<file path="src/rtl/efr_pkg.sv">
// efr_pkg: shared constants, result struct and helpers for the escaped frame receiver.
// No dependencies; compiled first.
package efr_pkg;

    localparam int unsigned MAX_FRAME_DEF = 64;

    localparam int unsigned BYTE_W = 8;
    localparam int unsigned LEN_W  = 7;
    localparam int unsigned CRC_W  = 16;

    localparam logic [BYTE_W-1:0] BYTE_ESC   = 8'h1b;
    localparam logic [BYTE_W-1:0] BYTE_END   = 8'h0d;
    localparam logic [BYTE_W-1:0] BYTE_START = 8'h40;
    localparam logic [BYTE_W-1:0] ESC_MASK   = 8'hff;
    localparam logic [BYTE_W-1:0] RSV_ACK    = 8'h06;
    localparam logic [BYTE_W-1:0] RSV_MSB    = 8'h80;

    localparam logic [CRC_W-1:0] CRC_POLY = 16'h1021;

    // result kinds
    localparam logic KIND_DATA = 1'b0;
    localparam logic KIND_END  = 1'b1;

    typedef struct packed {
        logic              kind;
        logic [BYTE_W-1:0] data_byte;
        logic              frame_ok;
        logic [LEN_W-1:0]  frame_length;
        logic              bad_escape;
        logic              overflow;
    } result_t;

    function automatic logic is_reserved(input logic [BYTE_W-1:0] v);
        return (v == RSV_ACK) || (v == BYTE_END) || (v == BYTE_ESC)
            || (v == BYTE_START) || (v == RSV_MSB);
    endfunction

endpackage

</file>
<file path="src/rtl/efr_rx_if.sv">
// efr_rx_if: valid/ready channel carrying one raw received byte per beat.
// Depends on efr_pkg.
interface efr_rx_if;
    import efr_pkg::*;

    logic              valid;
    logic              ready;
    logic [BYTE_W-1:0] rx_byte;

    modport source (output valid, output rx_byte, input ready);
    modport sink   (input valid, input rx_byte, output ready);
endinterface

</file>
<file path="src/rtl/efr_res_if.sv">
// efr_res_if: valid/ready channel carrying one decoded result per beat.
// Depends on efr_pkg.
interface efr_res_if;
    import efr_pkg::*;

    logic              valid;
    logic              ready;
    logic              kind;
    logic [BYTE_W-1:0] data_byte;
    logic              frame_ok;
    logic [LEN_W-1:0]  frame_length;
    logic              bad_escape;
    logic              overflow;

    modport source (output valid, output kind, output data_byte, output frame_ok,
                    output frame_length, output bad_escape, output overflow,
                    input ready);
    modport sink   (input valid, input kind, input data_byte, input frame_ok,
                    input frame_length, input bad_escape, input overflow,
                    output ready);
endinterface

</file>
<file path="src/rtl/efr_crc_byte.sv">
// efr_crc_byte: augmented CRC-16 (poly 0x1021), one byte shifted in MSB first.
// Depends on efr_pkg.
module efr_crc_byte (
    input  logic [efr_pkg::CRC_W-1:0]  crc_in,
    input  logic [efr_pkg::BYTE_W-1:0] data_in,
    output logic [efr_pkg::CRC_W-1:0]  crc_out
);
    import efr_pkg::*;

    always_comb
    begin
        logic [CRC_W-1:0] c;
        logic             fb;
        c = crc_in;
        for (int i = BYTE_W - 1; i >= 0; i--)
        begin
            fb = c[CRC_W-1];
            c  = {c[CRC_W-2:0], data_in[i]};
            if (fb)
            begin
                c = c ^ CRC_POLY;
            end
        end
        crc_out = c;
    end

endmodule

</file>
<file path="src/rtl/efr_frame_state.sv">
// efr_frame_state: per-frame state (CRC, escape, count, flags) and byte decode.
// Depends on efr_pkg and efr_crc_byte.
module efr_frame_state #(
    parameter int unsigned MAX_FRAME = efr_pkg::MAX_FRAME_DEF
) (
    input  logic                       clk,
    input  logic                       rst_n,
    input  logic                       step,
    input  logic [efr_pkg::BYTE_W-1:0] rx_byte,
    output logic                       has_result,
    output efr_pkg::result_t           result
);
    import efr_pkg::*;

    localparam int unsigned LEN_CAP = (MAX_FRAME < 127) ? MAX_FRAME : 127;

    logic [CRC_W-1:0] crc_reg, crc_next, crc_upd;
    logic             esc_reg, esc_next;
    logic [LEN_W-1:0] count_reg, count_next;
    logic             err_reg, err_next;
    logic             ovf_reg, ovf_next;

    logic [BYTE_W-1:0] val;
    logic              escaped;

    // when an escape is pending the byte is inverted
    assign escaped = esc_reg;
    assign val     = esc_reg ? (rx_byte ^ ESC_MASK) : rx_byte;

    efr_crc_byte u_crc (
        .crc_in  (crc_reg),
        .data_in (val),
        .crc_out (crc_upd)
    );

    always_comb
    begin
        crc_next   = crc_reg;
        esc_next   = esc_reg;
        count_next = count_reg;
        err_next   = err_reg;
        ovf_next   = ovf_reg;
        has_result = 1'b0;
        result     = '0;

        if (rx_byte == BYTE_START)
        begin
            // start marker dropped, escape stays pending
        end
        else if (rx_byte == BYTE_END)
        begin
            has_result          = 1'b1;
            result.kind         = KIND_END;
            result.frame_ok     = (crc_reg == '0) && (count_reg != '0)
                                  && !ovf_reg && !esc_reg;
            result.frame_length = count_reg;
            result.bad_escape   = err_reg;
            result.overflow     = ovf_reg;
            crc_next   = '0;
            esc_next   = 1'b0;
            count_next = '0;
            err_next   = 1'b0;
            ovf_next   = 1'b0;
        end
        else if (!esc_reg && rx_byte == BYTE_ESC)
        begin
            esc_next = 1'b1;
        end
        else
        begin
            esc_next = 1'b0;
            crc_next = crc_upd;
            if (count_reg < LEN_W'(LEN_CAP))
            begin
                count_next = count_reg + 1'b1;
            end
            else
            begin
                ovf_next = 1'b1;
            end
            if (escaped && !is_reserved(val))
            begin
                err_next          = 1'b1;
                result.bad_escape = 1'b1;
            end
            has_result          = 1'b1;
            result.kind         = KIND_DATA;
            result.data_byte    = val;
            result.frame_length = count_next;
            result.overflow     = ovf_next;
        end
    end

    always_ff @(posedge clk or negedge rst_n)
    begin
        if (!rst_n)
        begin
            crc_reg   <= '0;
            esc_reg   <= 1'b0;
            count_reg <= '0;
            err_reg   <= 1'b0;
            ovf_reg   <= 1'b0;
        end
        else if (step)
        begin
            crc_reg   <= crc_next;
            esc_reg   <= esc_next;
            count_reg <= count_next;
            err_reg   <= err_next;
            ovf_reg   <= ovf_next;
        end
    end

endmodule

</file>
<file path="src/rtl/escaped_frame_receiver_crc16_core.sv">
// escaped_frame_receiver_crc16_core: top level, input register, result register.
// Depends on efr_pkg, efr_rx_if, efr_res_if, efr_frame_state.
//
// Byte-stuffed frame receiver with CRC-16 check. One raw byte is taken per
// beat on rx and the block sustains one byte per clock while res is not
// stalled. A byte is held in an input register, decoded (start marker 0x40
// dropped, escape 0x1b inverts the next byte, 0x0d closes the frame) and
// its result is registered in the result register, which drives res.valid.
// Data bytes come out as kind 0 with the running length; the frame end
// comes out as kind 1 with the length and frame_ok, which needs a zero
// CRC register, a nonzero length, no overflow and no dangling escape. The
// rate is set by the combinational byte CRC update and frame-state loop in
// efr_frame_state. The start marker and escape bytes yield no result and
// never wait on res. The length saturates at MAX_FRAME (capped at 127). No
// clearing pass is needed after reset.
module escaped_frame_receiver_crc16_core #(
    parameter int unsigned MAX_FRAME = efr_pkg::MAX_FRAME_DEF
) (
    input  logic      clk,
    input  logic      rst_n,
    efr_rx_if.sink    rx,
    efr_res_if.source res
);
    import efr_pkg::*;

    // input register
    logic              in_valid_reg;
    logic [BYTE_W-1:0] in_byte_reg;

    // result register
    logic    out_valid_reg;
    result_t out_data_reg;

    logic    has_result;
    result_t result;
    logic    out_free;
    logic    advance;

    efr_frame_state #(
        .MAX_FRAME (MAX_FRAME)
    ) u_state (
        .clk        (clk),
        .rst_n      (rst_n),
        .step       (advance),
        .rx_byte    (in_byte_reg),
        .has_result (has_result),
        .result     (result)
    );

    // result slot free when empty or being drained this cycle
    assign out_free = !out_valid_reg || res.ready;
    // bytes with no result move on regardless of the output side
    assign advance  = in_valid_reg && (!has_result || out_free);
    assign rx.ready = !in_valid_reg || advance;

    always_ff @(posedge clk or negedge rst_n)
    begin
        if (!rst_n)
        begin
            in_valid_reg  <= 1'b0;
            out_valid_reg <= 1'b0;
        end
        else
        begin
            if (rx.ready)
            begin
                in_valid_reg <= rx.valid;
            end
            if (out_free)
            begin
                out_valid_reg <= advance && has_result;
            end
        end
    end

    always_ff @(posedge clk)
    begin
        if (rx.valid && rx.ready)
        begin
            in_byte_reg <= rx.rx_byte;
        end
        if (out_free && advance && has_result)
        begin
            out_data_reg <= result;
        end
    end

    assign res.valid        = out_valid_reg;
    assign res.kind         = out_data_reg.kind;
    assign res.data_byte    = out_data_reg.data_byte;
    assign res.frame_ok     = out_data_reg.frame_ok;
    assign res.frame_length = out_data_reg.frame_length;
    assign res.bad_escape   = out_data_reg.bad_escape;
    assign res.overflow     = out_data_reg.overflow;

endmodule
</file>
<file path="src/flat_wrapper.sv">
// flat-port wrapper written by rule: the top's interface ports become plain ports
module escaped_frame_receiver_crc16_core_flat import efr_pkg::*;
#(
    parameter int unsigned MAX_FRAME = efr_pkg::MAX_FRAME_DEF
)
  (clk, rst_n, rx_valid, rx_rx_byte, rx_ready, res_valid, res_kind, res_data_byte, res_frame_ok, res_frame_length, res_bad_escape, res_overflow, res_ready);
  efr_rx_if rx_i ();
  efr_res_if res_i ();
  input  logic clk;
  input  logic rst_n;
  input wire logic [$bits(rx_i.valid)-1:0] rx_valid;
  input wire logic [$bits(rx_i.rx_byte)-1:0] rx_rx_byte;
  output wire logic [$bits(rx_i.ready)-1:0] rx_ready;
  output wire logic [$bits(res_i.valid)-1:0] res_valid;
  output wire logic [$bits(res_i.kind)-1:0] res_kind;
  output wire logic [$bits(res_i.data_byte)-1:0] res_data_byte;
  output wire logic [$bits(res_i.frame_ok)-1:0] res_frame_ok;
  output wire logic [$bits(res_i.frame_length)-1:0] res_frame_length;
  output wire logic [$bits(res_i.bad_escape)-1:0] res_bad_escape;
  output wire logic [$bits(res_i.overflow)-1:0] res_overflow;
  input wire logic [$bits(res_i.ready)-1:0] res_ready;
  assign rx_i.valid = rx_valid;
  assign rx_i.rx_byte = rx_rx_byte;
  assign rx_ready = rx_i.ready;
  assign res_valid = res_i.valid;
  assign res_kind = res_i.kind;
  assign res_data_byte = res_i.data_byte;
  assign res_frame_ok = res_i.frame_ok;
  assign res_frame_length = res_i.frame_length;
  assign res_bad_escape = res_i.bad_escape;
  assign res_overflow = res_i.overflow;
  assign res_i.ready = res_ready;
  escaped_frame_receiver_crc16_core #(.MAX_FRAME(MAX_FRAME)) u_core (.clk(clk), .rst_n(rst_n), .rx(rx_i), .res(res_i));
endmodule
</file>
<file path="config.mk">
export PLATFORM = sky130hd
export DESIGN_NAME = escaped_frame_receiver_crc16_core_flat
export DESIGN_NICKNAME = d
export VERILOG_FILES = /design/src/rtl/efr_pkg.sv /design/src/rtl/efr_rx_if.sv /design/src/rtl/efr_res_if.sv /design/src/rtl/efr_crc_byte.sv /design/src/rtl/efr_frame_state.sv /design/src/rtl/escaped_frame_receiver_crc16_core.sv /design/src/flat_wrapper.sv
export SDC_FILE = /design/constraint.sdc
export NUM_CORES = 1
export LEC_CHECK = 0
export BUFFER_PORTS_ARGS = -buffer_cell sky130_fd_sc_hd__buf_2
export CAP_MARGIN = 20
export CELL_PAD_IN_SITES_DETAIL_PLACEMENT = 0
export CELL_PAD_IN_SITES_GLOBAL_PLACEMENT = 1
export CORE_UTILIZATION = 45
export CTS_BUF_LIST = sky130_fd_sc_hd__clkbuf_8
export DETAILED_ROUTE_END_ITERATION = 16
export GPL_ROUTABILITY_DRIVEN = 1
export HOLD_SLACK_MARGIN = 0.06
export PLACE_DENSITY = 0.84
export SYNTH_ARGS = -nofsm -noshare
export SYNTH_HDL_FRONTEND = slang
export SYNTH_SLANG_ARGS = --single-unit
</file>
<file path="constraint.sdc">
create_clock -name clk -period 2.6 [get_ports clk]
set_clock_uncertainty 0.1 [all_clocks]
set_input_delay 0.52 -clock clk [delete_from_list [all_inputs] [get_ports clk]]
set_output_delay 0.52 -clock clk [all_outputs]
set_load 0.02 [all_outputs]
</file>
# ---- Word level (Yosys, flattened, before mapping)
# Cells that the tools add are included.
dict set report totals {
  register_bits 55
  latchBits 0
  mem_bits_rw 0
  romBits 0
  in_bits 12
  word_cells 96
  memories 0
}
dict set report op_classes {
  n_addsub 1
  multipliers 0
  div_mod_pow 0
  order_cmp 1
  eq_ne 9
  n_shift 0
  n_mux 29
  n_bitwise 11
  reduce_logical 31
}
# op count
set ops {}
lappend ops {{$mux 13} 8}
lappend ops {{$mux 16} 2}
lappend ops {{$not 3->3} 8}
lappend ops {{$mux 7} 3}
lappend ops {{$mux 9} 2}
lappend ops {{$eq 8x4->1 const B} 2}
lappend ops {{$eq 8x5->1 const B} 2}
lappend ops {{$eq 8x7->1 const B} 2}
lappend ops {{$logic_not 16->1} 1}
lappend ops {{$mux 1} 13}
lappend ops {{$logic_and 1x1->1} 10}
lappend ops {{$eq 8x3->1 const B} 1}
lappend ops {{$eq 8x8->1 const B} 1}
lappend ops {{$mux 8} 1}
lappend ops {{$not 8->8} 1}
lappend ops {{$add 7x1->7 const B} 1}
lappend ops {{$logic_or 1x1->1} 7}
lappend ops {{$lt 7x7->1 const B} 1}
lappend ops {{$reduce_bool 7->1} 1}
lappend ops {{$logic_not 1->1} 6}
lappend ops {{$reduce_and 4->1} 1}
lappend ops {{$reduce_and 3->1} 1}
lappend ops {{$reduce_or 3->1} 1}
lappend ops {{$ne 2x2->1 const B} 1}
lappend ops {{other kinds (4)} 5}

# ---- Logic depth before layout (Yosys ltp)
# Gate-level depths: netlist of the first run.
dict set report depth {
  depth_word 20
  mapped_depth 8
  ltp_nobuf 6
}

# ---- Hierarchy
# A second synthesis of the first run with hierarchy kept.
dict set report hier_totals {
  cells_unflattened 272
  area_unflattened_um2 2916.5
}
# mod instances cells_per_inst area_each_um2 seq_area_each_um2
set by_module_without_submodules {}
lappend by_module_without_submodules {efr_frame_state 1 211 1766.7 650.6}
lappend by_module_without_submodules {escaped_frame_receiver_crc16_core 1 37 932.1 860.8}
lappend by_module_without_submodules {efr_crc_byte 1 24 217.7 0.0}

# ---- Worst setup path before layout of the first run
# Ideal clock, no wire load.
dict set report synth_timing {
  kind {register -> register}
  start {reg u_core.u_state.esc_reg}
  end {reg u_core.in_byte_reg[0], enable pin}
  setup_time_ns 0.373
  t_arrival_ns 1.880
  t_required_ns 2.127
  path_slack_ns 0.247
  stages_incl_launch_ff 6
  n_path_buf 1
  synth_period_minus_slack_ns 2.353
  cell_sequence {dfrtp_1 -> buf_2 -> or4_4 -> o32ai_2 -> nor3_1 -> nor2b_1}
}
dict set report synth_via {
  elab_chain_cells 10
}
# element line
set synth_lines {}
lappend synth_lines {{start, declared} efr_frame_state.sv:18} ;# logic esc_reg, esc_next;
lappend synth_lines {{start signal, assigned} efr_frame_state.sv:107} ;# esc_reg <= esc_next;
lappend synth_lines {{$logic_not 1->1} efr_frame_state.sv:65} ;# else if (!esc_reg && rx_byte == BYTE_ESC)
lappend synth_lines {{$logic_and 1x1->1} efr_frame_state.sv:65}
lappend synth_lines {{$mux 1} efr_frame_state.sv:65}
lappend synth_lines {{$mux 1} efr_frame_state.sv:50} ;# else if (rx_byte == BYTE_END)
lappend synth_lines {{$mux 1} efr_frame_state.sv:46} ;# if (rx_byte == BYTE_START)
lappend synth_lines {{$logic_not 1->1} escaped_frame_receiver_crc16_core.sv:53} ;# assign advance = in_valid_reg && (!has_result || out_free);
lappend synth_lines {{$logic_or 1x1->1} escaped_frame_receiver_crc16_core.sv:53}
lappend synth_lines {{$logic_and 1x1->1} escaped_frame_receiver_crc16_core.sv:53}
lappend synth_lines {{$logic_or 1x1->1} escaped_frame_receiver_crc16_core.sv:54} ;# assign rx.ready = !in_valid_reg || advance;
lappend synth_lines {{$logic_and 1x1->1} escaped_frame_receiver_crc16_core.sv:78} ;# if (rx.valid && rx.ready)
lappend synth_lines {{end signal, assigned} escaped_frame_receiver_crc16_core.sv:80} ;# in_byte_reg <= rx.rx_byte;
lappend synth_lines {{end, declared} escaped_frame_receiver_crc16_core.sv:28} ;# logic [BYTE_W-1:0] in_byte_reg;
# No other way between the ends.
# A chain may end at the register's enable or synchronous reset.

# ---- Worst setup path in the final report of the first run
dict set report layout_timing {
  start {reg u_core.in_byte_reg[5]}
  end {out rx_ready}
}
dict set report layout_via {
  elab_chain_cells 9
  word_cells_on_any_way 11
}
# element line
set layout_lines {}
lappend layout_lines {{$eq 8x5->1} efr_frame_state.sv:65}
lappend layout_lines {{$logic_and 1x1->1} efr_frame_state.sv:65}
lappend layout_lines {{$mux 1} efr_frame_state.sv:65}
lappend layout_lines {{$mux 1} efr_frame_state.sv:50}
lappend layout_lines {{$mux 1 *} efr_frame_state.sv:46}
lappend layout_lines {{$logic_not 1->1 *} escaped_frame_receiver_crc16_core.sv:53}
lappend layout_lines {{$logic_or 1x1->1 *} escaped_frame_receiver_crc16_core.sv:53}
lappend layout_lines {{$logic_and 1x1->1 *} escaped_frame_receiver_crc16_core.sv:53}
lappend layout_lines {{$logic_or 1x1->1 *} escaped_frame_receiver_crc16_core.sv:54}
lappend layout_lines {{end, declared} flat_wrapper.sv:13} ;# output wire logic [$bits(rx_i.ready)-1:0] rx_ready;
# Every way passes the cells marked *; elsewhere a longest branch is shown, timed or not.

==> results of run 1 <==
[what timing repair did]
item | in CTS | in global routing
gates cloned | 0 | 0
setup endpoints to repair | 1 | 1
buffers inserted | 1 | 4
[per-layer routing]
layer / share of wire / wire (µm) / track usage / vias up
li1: - / - / - / 1020
met1: 0.45 / 2710 / 0.271 / 1006
met2: 0.49 / 2900 / 0.313 / 65
met3: 0.049 / 289 / 0.0363 / 6
met4: 0.010 / 62 / 0.0719 / 0
met5: 0 / 0 / 0 / -
[layout make-up]
cell class | count | area, µm²
Inverter | 8 | 32.5
Tap cell | 75 | 93.8
Clock inverter | 3 | 37.5
Clock buffer | 5 | 68.8
Sequential cell | 55 | 1510
Fill cell | 545 | 2790
Multi-Input combinational cell | 184 | 1210
Timing Repair Buffer | 50 | 308
[worst register-to-register path: stages, from the launching register on]
cell and delay, ns:
edfxtp_1 0.53, or4b_1 0.56, o211ai_1 0.26, or2_1 0.25, buf_12 0.21, nor2_1 0.09, a22o_1 0.21
[cells by family (layout without fill, tap and decap cells)]
group	Yosys count	count (layout)
compound gates	54	54
xor+xnor	36	36
fa+ha+maj	2	2
buf+inv	30	66
flops	55	55
simple gates	92	92
[cells in the final DEF, fill, tap and decap left out, types with 5 or more instances in the layout]
cell type,instances
a21oi_1,5
buf_2,32
buf_4,17
clkbuf_8,5
dfrtp_1,28
edfxtp_1,27
inv_1,9
nand2_1,28
nand2b_1,7
nand3_1,6
nor2_1,17
nor4_1,5
o21ai_0,6
o21ai_1,14
o31ai_1,14
xnor2_1,25
xor2_1,11
[how the worst max path moves through the flow]
| stage | start | to | slack [ns] |
|---|---|---|---|
| 2_1_floorplan | u_core.u_state.esc_reg | u_core.in_byte_reg[0] | 0.25 |
| 3_3_place_gp | u_core.in_byte_reg[7] | u_core.res.frame_length[0] | 0.36 |
| 3_5_place_dp | u_core.in_byte_reg[6] | u_core.u_state.count_reg[0] | 0.28 |
| 4_1_cts | u_core.in_byte_reg[5] | rx_ready | 0.004 |
| 5_1_grt | u_core.in_byte_reg[5] | rx_ready | 0.0001 |
| 6_report | u_core.in_byte_reg[5] | rx_ready | 0.08 |
[through the flow]
step	setup slack, ns	hold slack (ns)	cells	area [µm²]
global route	0.000119	0.176	380	3270
detailed placement	0.285	0.413	367	3120
floorplan	0.247	0.124	269	2890
global placement	0.355	0.411	367	3120
CTS	0.00432	0.141	376	3240
finish	0.0771	0.123	380	3270
[power breakdown]
part	switching (mW)	leakage, nW	total, mW	internal [mW]
clock	0.270	0.0607	0.551	0.281
combinational	0.556	0.665	1.06	0.504
sequential	0.270	0.613	1.43	1.16
[cell usage after synthesis (3+ instances only)]
master    number  share of area
a21oi_1        5         0.0087
a22o_1         4          0.012
and3_1         3         0.0065
buf_2         15          0.026
buf_6          4          0.016
dfrtp_1       28           0.24
edfxtp_1      27           0.28
inv_1          7         0.0091
nand2_1       28          0.036
nand2b_1       7          0.015
nand3_1        6          0.010
nor2_1        17          0.022
nor2b_1        4         0.0087
nor4_1         5          0.011
o21ai_0        6          0.010
o21ai_1       14          0.024
o31ai_1       14          0.036
xnor2_1       25          0.076
xor2_1        11          0.033
==> flow_metrics.env, run 1 <==
export IMPL_outcome="finished clean"
export IMPL_totalPowerFinal_mw=3.04
export IMPL_route_vias_total=2097
export IMPL_maxSlewHeadroom=0.562
export IMPL_largest_reg_flops=16
export IMPL_drt_initial_drc_count=154
export IMPL_synth_top_family_by_area="simple AND/OR/NAND/NOR gates"
export IMPL_finalNetCount=318
export IMPL_critPathTopFamily="simple AND/OR/NAND/NOR gates"
export IMPL_setup_viol=0
export IMPL_r2r_end="u_core.u_state.count_reg[0]"
export IMPL_grt_pass1_wl_mm=9.90
export IMPL_die_area_mm2=0.00675
export IMPL_initial_utilization=0.477
export IMPL_power_density_mw_per_mm2=932
export IMPL_vdd_drop_max_uv=608
export IMPL_p_leak_nw=1.34
export IMPL_crit_buf_inv=2
export IMPL_slew_viol_final=0
export IMPL_yosys_area_share_simple=0.174
export IMPL_rr_startpoint="u_core.in_byte_reg[3]"
export IMPL_clk_path_buf_depth=2
export IMPL_fmaxAchievable_mhz=396
export IMPL_syn2layout_area_growth_pct=13.0
export IMPL_syn_inst=269
export IMPL_dr_pass1_iters=4
export IMPL_drt_vias_per_instance=5.52
export IMPL_yosys_area_share_adder=0.00866
export IMPL_drive_above_1_share=0.213
export IMPL_slowest_delay_ns=0.54
export IMPL_place_congestion=0.841
export IMPL_worstSetupEndpointType="primary output"
export IMPL_antenna_found_initial=0
export IMPL_core_region_area_mm2=0.00606
export IMPL_root_buffer="clkbuf_8"
export IMPL_final_hold_viol_count=0
export IMPL_cts_buffers=5
export IMPL_io_pins=33
export IMPL_wire_per_inst_um=15.7
export IMPL_critPathMaxFanout=5
export IMPL_routed_wl_mm=5.95
export IMPL_htree_num_levels=2
export IMPL_reg2reg_slack_ns=0.28
export IMPL_cts_tree="done"
export IMPL_fp_dieH_um=82.1
export IMPL_ys_seq_area_frac=0.523
export IMPL_path_clk_slew_ns=0.10
export IMPL_async_flop_share=0.509
export IMPL_fin_util=0.539
export IMPL_yosys_warnings=0
export IMPL_synth_nets=283
export IMPL_grt_max_degree=34
export IMPL_rsz0062_at_grt="no"
export IMPL_synth_area_mm2=0.00289
export IMPL_synth_xor_area_share=0.109
export IMPL_syn_area_per_cell_um2=10.7
export IMPL_slowest_stage="or4_4"
export IMPL_synth_seq_cells=55
export IMPL_timing_final_crit_share=0.970
export IMPL_tns_ns=0
export IMPL_grt_ovfl_total=0
export IMPL_port_buffers=32
export IMPL_crit_cells=5
export IMPL_synth_compound_area_share=0.128
export IMPL_min_path_type="in -> async"
export IMPL_crit_chain="or4_4, o32ai_2, nor3_1, inv_1, buf_2"
export IMPL_track_usage=0.198
export IMPL_diodes=0
export IMPL_muxShareOfSynthArea=0
export IMPL_num_rows=28
export IMPL_cts_resized=0
export IMPL_start_kind="register"
export IMPL_worst_slew_pin_slew_ns=0.658
export IMPL_crit_required_ns=1.98
export IMPL_postCtsHoldBufs=0
export IMPL_crit_type="reg -> out"
export IMPL_cap_viol_max_count=0
export IMPL_remaining_drc_errors=0
export IMPL_grt_pass1_vias=2028
export IMPL_synth_edf_count=27
export IMPL_r2r_cells=6
export IMPL_clk_latency_ns=0.31
export IMPL_period_minus_slack_ns=2.52
export IMPL_synth_ff_type="dfrtp_1"
export IMPL_ys_types=48
export IMPL_cp_data_arrival_time_ns=1.90
export IMPL_ant_nets=0
export IMPL_clock_sinks=55
export IMPL_hpwl_mm=4.15
export IMPL_fp_dieW_um=82.1
No activity file was read; power rests on OpenSTA's default activity.
==> run 2: changes to the inputs <==
SYNTH_HIERARCHICAL = 1   (was unset)
clock period = 3.3 ns   (was 2.6 ns; I/O delays follow)
==> flow_metrics.env, run 2 <==
export IMPL_outcome="finished clean"
export IMPL_antenna_found_initial=0
export IMPL_routed_wl_mm=5.95
export IMPL_setup_viol=0
export IMPL_synth_seq_cells=55
export IMPL_remaining_drc_errors=0
export IMPL_place_congestion=0.864
export IMPL_finalNetCount=317
export IMPL_wire_per_inst_um=15.7
export IMPL_diodes=0
export IMPL_period_minus_slack_ns=2.88
export IMPL_ys_top_cells_by_area="edfxtp_1 (28%), dfrtp_1 (24%), nand2_1 (5.8%), xnor2_1 (5.1%), xor2_1 (4.5%)"
export IMPL_ys_types=47
export IMPL_cts_buffers=5
export IMPL_min_path_type="in -> async"
export IMPL_cp_data_arrival_time_ns=3.01
export IMPL_synth_ff_type="dfrtp_1"
export IMPL_grt_pass1_wl_mm=9.96
export IMPL_drive_above_1_share=0.224
export IMPL_drt_initial_drc_count=161
export IMPL_synth_edf_count=27
export IMPL_path_clk_slew_ns=0.10
export IMPL_worstSetupEndpointType="register"
export IMPL_cap_viol_max_count=0
export IMPL_placed_area_mm2=0.00311
export IMPL_synth_top_area_frac=0.278
export IMPL_synth_area_mm2=0.00292
export IMPL_p_leak_nw=1.36
export IMPL_clock_sinks=55
export IMPL_root_buffer="clkbuf_8"
export IMPL_track_usage=0.200
export IMPL_cts_tree="done"
export IMPL_yosys_warnings=6
export IMPL_n_fill_cell=563
export IMPL_initial_utilization=0.478
export IMPL_vdd_drop_max_uv=415
export IMPL_final_common_cell="nand2_1"
export IMPL_critPathMaxFanout=21
export IMPL_synthTopCellsByCount="nand2_1 (45), dfrtp_1 (28), edfxtp_1 (27), nand3_1 (23), xnor2_1 (17)"
export IMPL_power_density_mw_per_mm2=752
export IMPL_yosysMostFrequentCell="nand2_1"
export IMPL_maxSlewHeadroom=0.557
export IMPL_fmaxAchievable_mhz=347
export IMPL_crit_type="reg -> reg"
export IMPL_slowest_delay_ns=0.50
export IMPL_crit_chain="or2_2, nand4bb_4, nand2_4, inv_2, a21boi_0, buf_4, inv_1, a31oi_4, and2_4, nand2_1, o21ai_0"
export IMPL_timing_final_crit_share=0.873
export IMPL_hpwl_mm=4.31
export IMPL_grt_pass1_vias=1977
export IMPL_combPwrFrac=0.371
export IMPL_fp_dieH_um=82.5
export IMPL_postCtsSetupBuffers=0
export IMPL_clk_path_buf_depth=2
export IMPL_largest_reg_flops=16
export IMPL_power_switching_uw=903
export IMPL_route_vias_total=2052
export IMPL_syn_inst=272
export IMPL_ant_nets=0
export IMPL_r2r_cells=11
export IMPL_core_region_area_mm2=0.00610
export IMPL_die_area_mm2=0.00681
export IMPL_ys_seq_area_frac=0.518
export IMPL_layout_common_cells="nand2_1 (45), buf_2 (32), dfrtp_1 (28)"
export IMPL_seq_power_share=0.473
export IMPL_io_pins=33
export IMPL_tns_ns=0
export IMPL_cts_resized=0
export IMPL_fp_dieW_um=82.5
export IMPL_syn2layout_area_growth_pct=9.61
export IMPL_async_flop_share=0.509
export IMPL_drt_vias_per_instance=5.41
export IMPL_dr_pass1_iters=4
export IMPL_final_hold_viol_count=0
export IMPL_clk_latency_ns=0.31
export IMPL_grt_max_degree=29
export IMPL_rr_startpoint="u_core/in_byte_reg[5]"
export IMPL_rsz0062_at_grt="no"
export IMPL_port_buffers=32
export IMPL_num_rows=28
export IMPL_yosys_area_top_type="edfxtp_1"
export IMPL_postCtsHoldBufs=0
export IMPL_clkPwrFrac=0.156
export IMPL_netSwitchingFraction=0.376
export IMPL_crit_required_ns=3.43
export IMPL_syn_area_per_cell_um2=10.7
export IMPL_critPathLaunch="u_core/in_byte_reg[5]"
export IMPL_slew_viol_final=0
export IMPL_design_area_mm2=0.00320
export IMPL_worst_slew_pin_slew_ns=0.665
export IMPL_start_kind="register"
export IMPL_synth_nets=286
export IMPL_htree_num_levels=2
export IMPL_slowest_stage="edfxtp_1"
export IMPL_internal_power_mw=1.50
export IMPL_grt_ovfl_total=0
==> run 2: power by group through the flow <==
stage | Sequential, mW | Clock, mW | Combinational [mW]
5_1_grt | 1.17 | 0.415 | 1.00
6_report | 1.14 | 0.375 | 0.892
3_5_place_dp | 1.15 | 0 | 0.892
2_1_floorplan | 1.15 | 0 | 0.678
4_1_cts | 1.14 | 0.387 | 0.898
3_3_place_gp | 1.14 | 0 | 0.878
==> run 2: kinds of logic after synthesis <==
group | Yosys count | synth area share
AOI/OAI and AO/OA | 36 | 0.0841
xor gates and xnor gates | 33 | 0.102
adders and majority gates | 2 | 0.00858
buffers and inverters | 18 | 0.0382
DFF | 55 | 0.518
and+or+nand+nor | 128 | 0.249
==> run 2: metrics by stage <==
stage               power [mW]  cells  hold slack [ns]  worst slack (ns)   util
floorplan                 1.82    272            0.264             0.708      -
global placement          2.02    371            0.367             0.560  0.510
detailed placement        2.04    371            0.378             0.442  0.510
CTS                       2.42    379            0.281             0.434  0.524
global route              2.59    379            0.308             0.230  0.524
finish                    2.40    379            0.266             0.420  0.524
==> run 2: layout make-up <==
| type | instances | area [µm²] | share of cell area |
|---|---|---|---|
| clock buffer | 5 | 68.8 | 0.0215 |
| tap | 75 | 93.8 | 0.0294 |
| clock inverter | 3 | 20.0 | 0.00626 |
| multi-input combinational | 199 | 1290 | 0.405 |
| timing repair buffer | 35 | 183 | 0.0571 |
| inverter | 7 | 26.3 | 0.00822 |
| sequential | 55 | 1510 | 0.473 |
==> run 2: critical path, delay by kind of cell (launching register included) <==
kind                   cells  cell delay, ns
AND/OR/NAND/NOR            5            1.34
buffers and inverters      3            0.30
flip-flops                 1            0.50
AO/OA/AOI/OAI              3            0.57
==> run 2: worst paths after layout <==
kind                                               end  slack, ns
max in group asynchronous   u_core/u_state/crc_reg[11]       2.40
max                        u_core/u_state/count_reg[3]       0.42
min in group clk                u_core/u_state/err_reg       0.40
max reg2reg                u_core/u_state/count_reg[3]       0.42
min                        u_core/u_state/count_reg[4]       0.27
min reg2reg                     u_core/u_state/err_reg       0.40
==> run 2: metal layers <==
metal,GRT usage,part of all wire
met5,0,0
met1,0.279,0.47
met3,0.0308,0.040
met2,0.313,0.47
met4,0.0741,0.023
==> run 3: changes to the inputs <==
CORE_MARGIN = 2   (was unset)
==> flow_metrics.env, run 3 (synthesis gave the netlist of run 2 again) <==
export IMPL_critPathMaxFanout=21
export IMPL_totalPowerFinal_mw=2.42
export IMPL_clk_latency_ns=0.32
export IMPL_rr_startpoint="u_core/in_byte_reg[5]"
export IMPL_crit_required_ns=3.44
export IMPL_worst_slew_pin_slew_ns=0.624
export IMPL_io_pins=33
export IMPL_cap_viol_max_count=0
export IMPL_port_buffers=32
export IMPL_min_path_type="in -> async"
export IMPL_grt_max_degree=29
export IMPL_reg2reg_slack_ns=0.43
export IMPL_placed_area_mm2=0.00312
export IMPL_finalNetCount=318
export IMPL_diodes=0
export IMPL_fp_dieW_um=84.5
export IMPL_tns_ns=0
export IMPL_die_area_mm2=0.00714
export IMPL_clock_sinks=55
export IMPL_wire_per_inst_um=15.7
export IMPL_worstSetupEndpointType="register"
export IMPL_cts_tree="done"
export IMPL_htree_num_levels=2
export IMPL_postCtsSetupBuffers=0
export IMPL_power_density_mw_per_mm2=753
export IMPL_finalWorstSetupSlack_ns=0.432
export IMPL_p_leak_nw=1.36
export IMPL_core_region_area_mm2=0.00631
export IMPL_cts_resized=0
export IMPL_slowest_delay_ns=0.50
export IMPL_slew_viol_final=0
export IMPL_cp_data_arrival_time_ns=3.01
export IMPL_drt_initial_drc_count=122
export IMPL_grt_pass1_vias=2025
export IMPL_period_minus_slack_ns=2.87
export IMPL_pre_cts_ws_ns=0.429
export IMPL_holdWs_ns=0.250
export IMPL_drive_above_1_share=0.230
export IMPL_syn2layout_area_growth_pct=10.1
export IMPL_start_kind="register"
export IMPL_place_congestion=0.855
export IMPL_grt_pass1_wl_mm=10.3
export IMPL_grt_ovfl_total=0
export IMPL_num_rows=29
export IMPL_drt_vias_per_instance=5.38
export IMPL_hpwl_mm=4.35
export IMPL_remaining_drc_errors=0
export IMPL_timing_final_crit_share=0.869
export IMPL_path_clk_slew_ns=0.11
export IMPL_route_vias_total=2056
export IMPL_setup_viol=0
export IMPL_layout_common_cells="nand2_1 (45), buf_2 (32), dfrtp_1 (28)"
export IMPL_slowest_stage="edfxtp_1"
export IMPL_initial_utilization=0.462
export IMPL_critPathLaunch="u_core/in_byte_reg[5]"
export IMPL_clk_path_buf_depth=2
export IMPL_outcome="finished clean"
export IMPL_postCtsHoldBufs=0
export IMPL_dr_pass1_iters=4
export IMPL_design_area_mm2=0.00321
export IMPL_final_hold_viol_count=0
export IMPL_routed_wl_mm=5.98
export IMPL_crit_type="reg -> reg"
export IMPL_final_common_cell="nand2_1"
export IMPL_antenna_found_initial=0
export IMPL_crit_chain="or2_2, nand4bb_4, nand2_4, inv_2, a21boi_0, buf_4, inv_1, a31oi_4, and2_4, nand2_1, o21ai_0"
export IMPL_cts_buffers=5
export IMPL_vdd_drop_max_uv=477
export IMPL_fmaxAchievable_mhz=349
export IMPL_ant_nets=0
export IMPL_rsz0062_at_grt="no"
export IMPL_largest_reg_flops=16
export IMPL_n_fill_cell=606
export IMPL_fp_dieH_um=84.5
export IMPL_root_buffer="clkbuf_8"
export IMPL_maxSlewHeadroom=0.584
export IMPL_track_usage=0.179
## run 3: layout make-up
cell class / instances / area, µm² / share of cell area
Multi-Input combinational cell: 199 / 1290 / 0.403
Tap cell: 77 / 96.3 / 0.0300
Clock inverter: 3 / 25.0 / 0.00779
Timing Repair Buffer: 36 / 190 / 0.0592
Clock buffer: 5 / 68.8 / 0.0214
Inverter: 7 / 26.3 / 0.00818
Sequential cell: 55 / 1510 / 0.471
## run 3: metal layers
layer | up-vias | GRT usage | share of wire
li1 | 1006 | - | -
met1 | 990 | 0.263 | 0.47
met2 | 53 | 0.272 | 0.47
met3 | 7 | 0.0334 | 0.044
met4 | 0 | 0.0548 | 0.014
met5 | - | 0 | 0
## run 3: critical path, delay by kind of cell (launching register included)
family	cells	cell delay, ns
AND/OR/NAND/NOR	5	1.32
AO/OA/AOI/OAI	3	0.58
flip-flops	1	0.50
buffers and inverters	3	0.30
## run 3: report_power, final
| part | total, mW | internal, mW | switching (mW) |
|---|---|---|---|
| clock network | 0.381 | 0.152 | 0.229 |
| logic | 0.906 | 0.422 | 0.484 |
| registers | 1.13 | 0.931 | 0.200 |
| total | 2.42 | 1.51 | 0.913 |
## run 3: path summary, 6_finish.rpt
kind | end | cells after the start
worst max-delay path | u_core/u_state/count_reg[3] | 11
worst min-delay path | u_core/u_state/count_reg[3] | 1
worst max register to register | u_core/u_state/count_reg[3] | 11
worst min register to register | u_core/u_state/err_reg | 2
max in group asynchronous | u_core/u_state/crc_reg[4] | 1
min in group clk | u_core/u_state/err_reg | 2
## run 3: through the flow
| step | instances | utilization |
|---|---|---|
| finish | 382 | 0.509 |
| global route | 382 | 0.509 |
| CTS | 382 | 0.509 |
| detailed placement | 374 | 0.494 |
| global placement | 374 | 0.494 |
| floorplan | 272 | - |
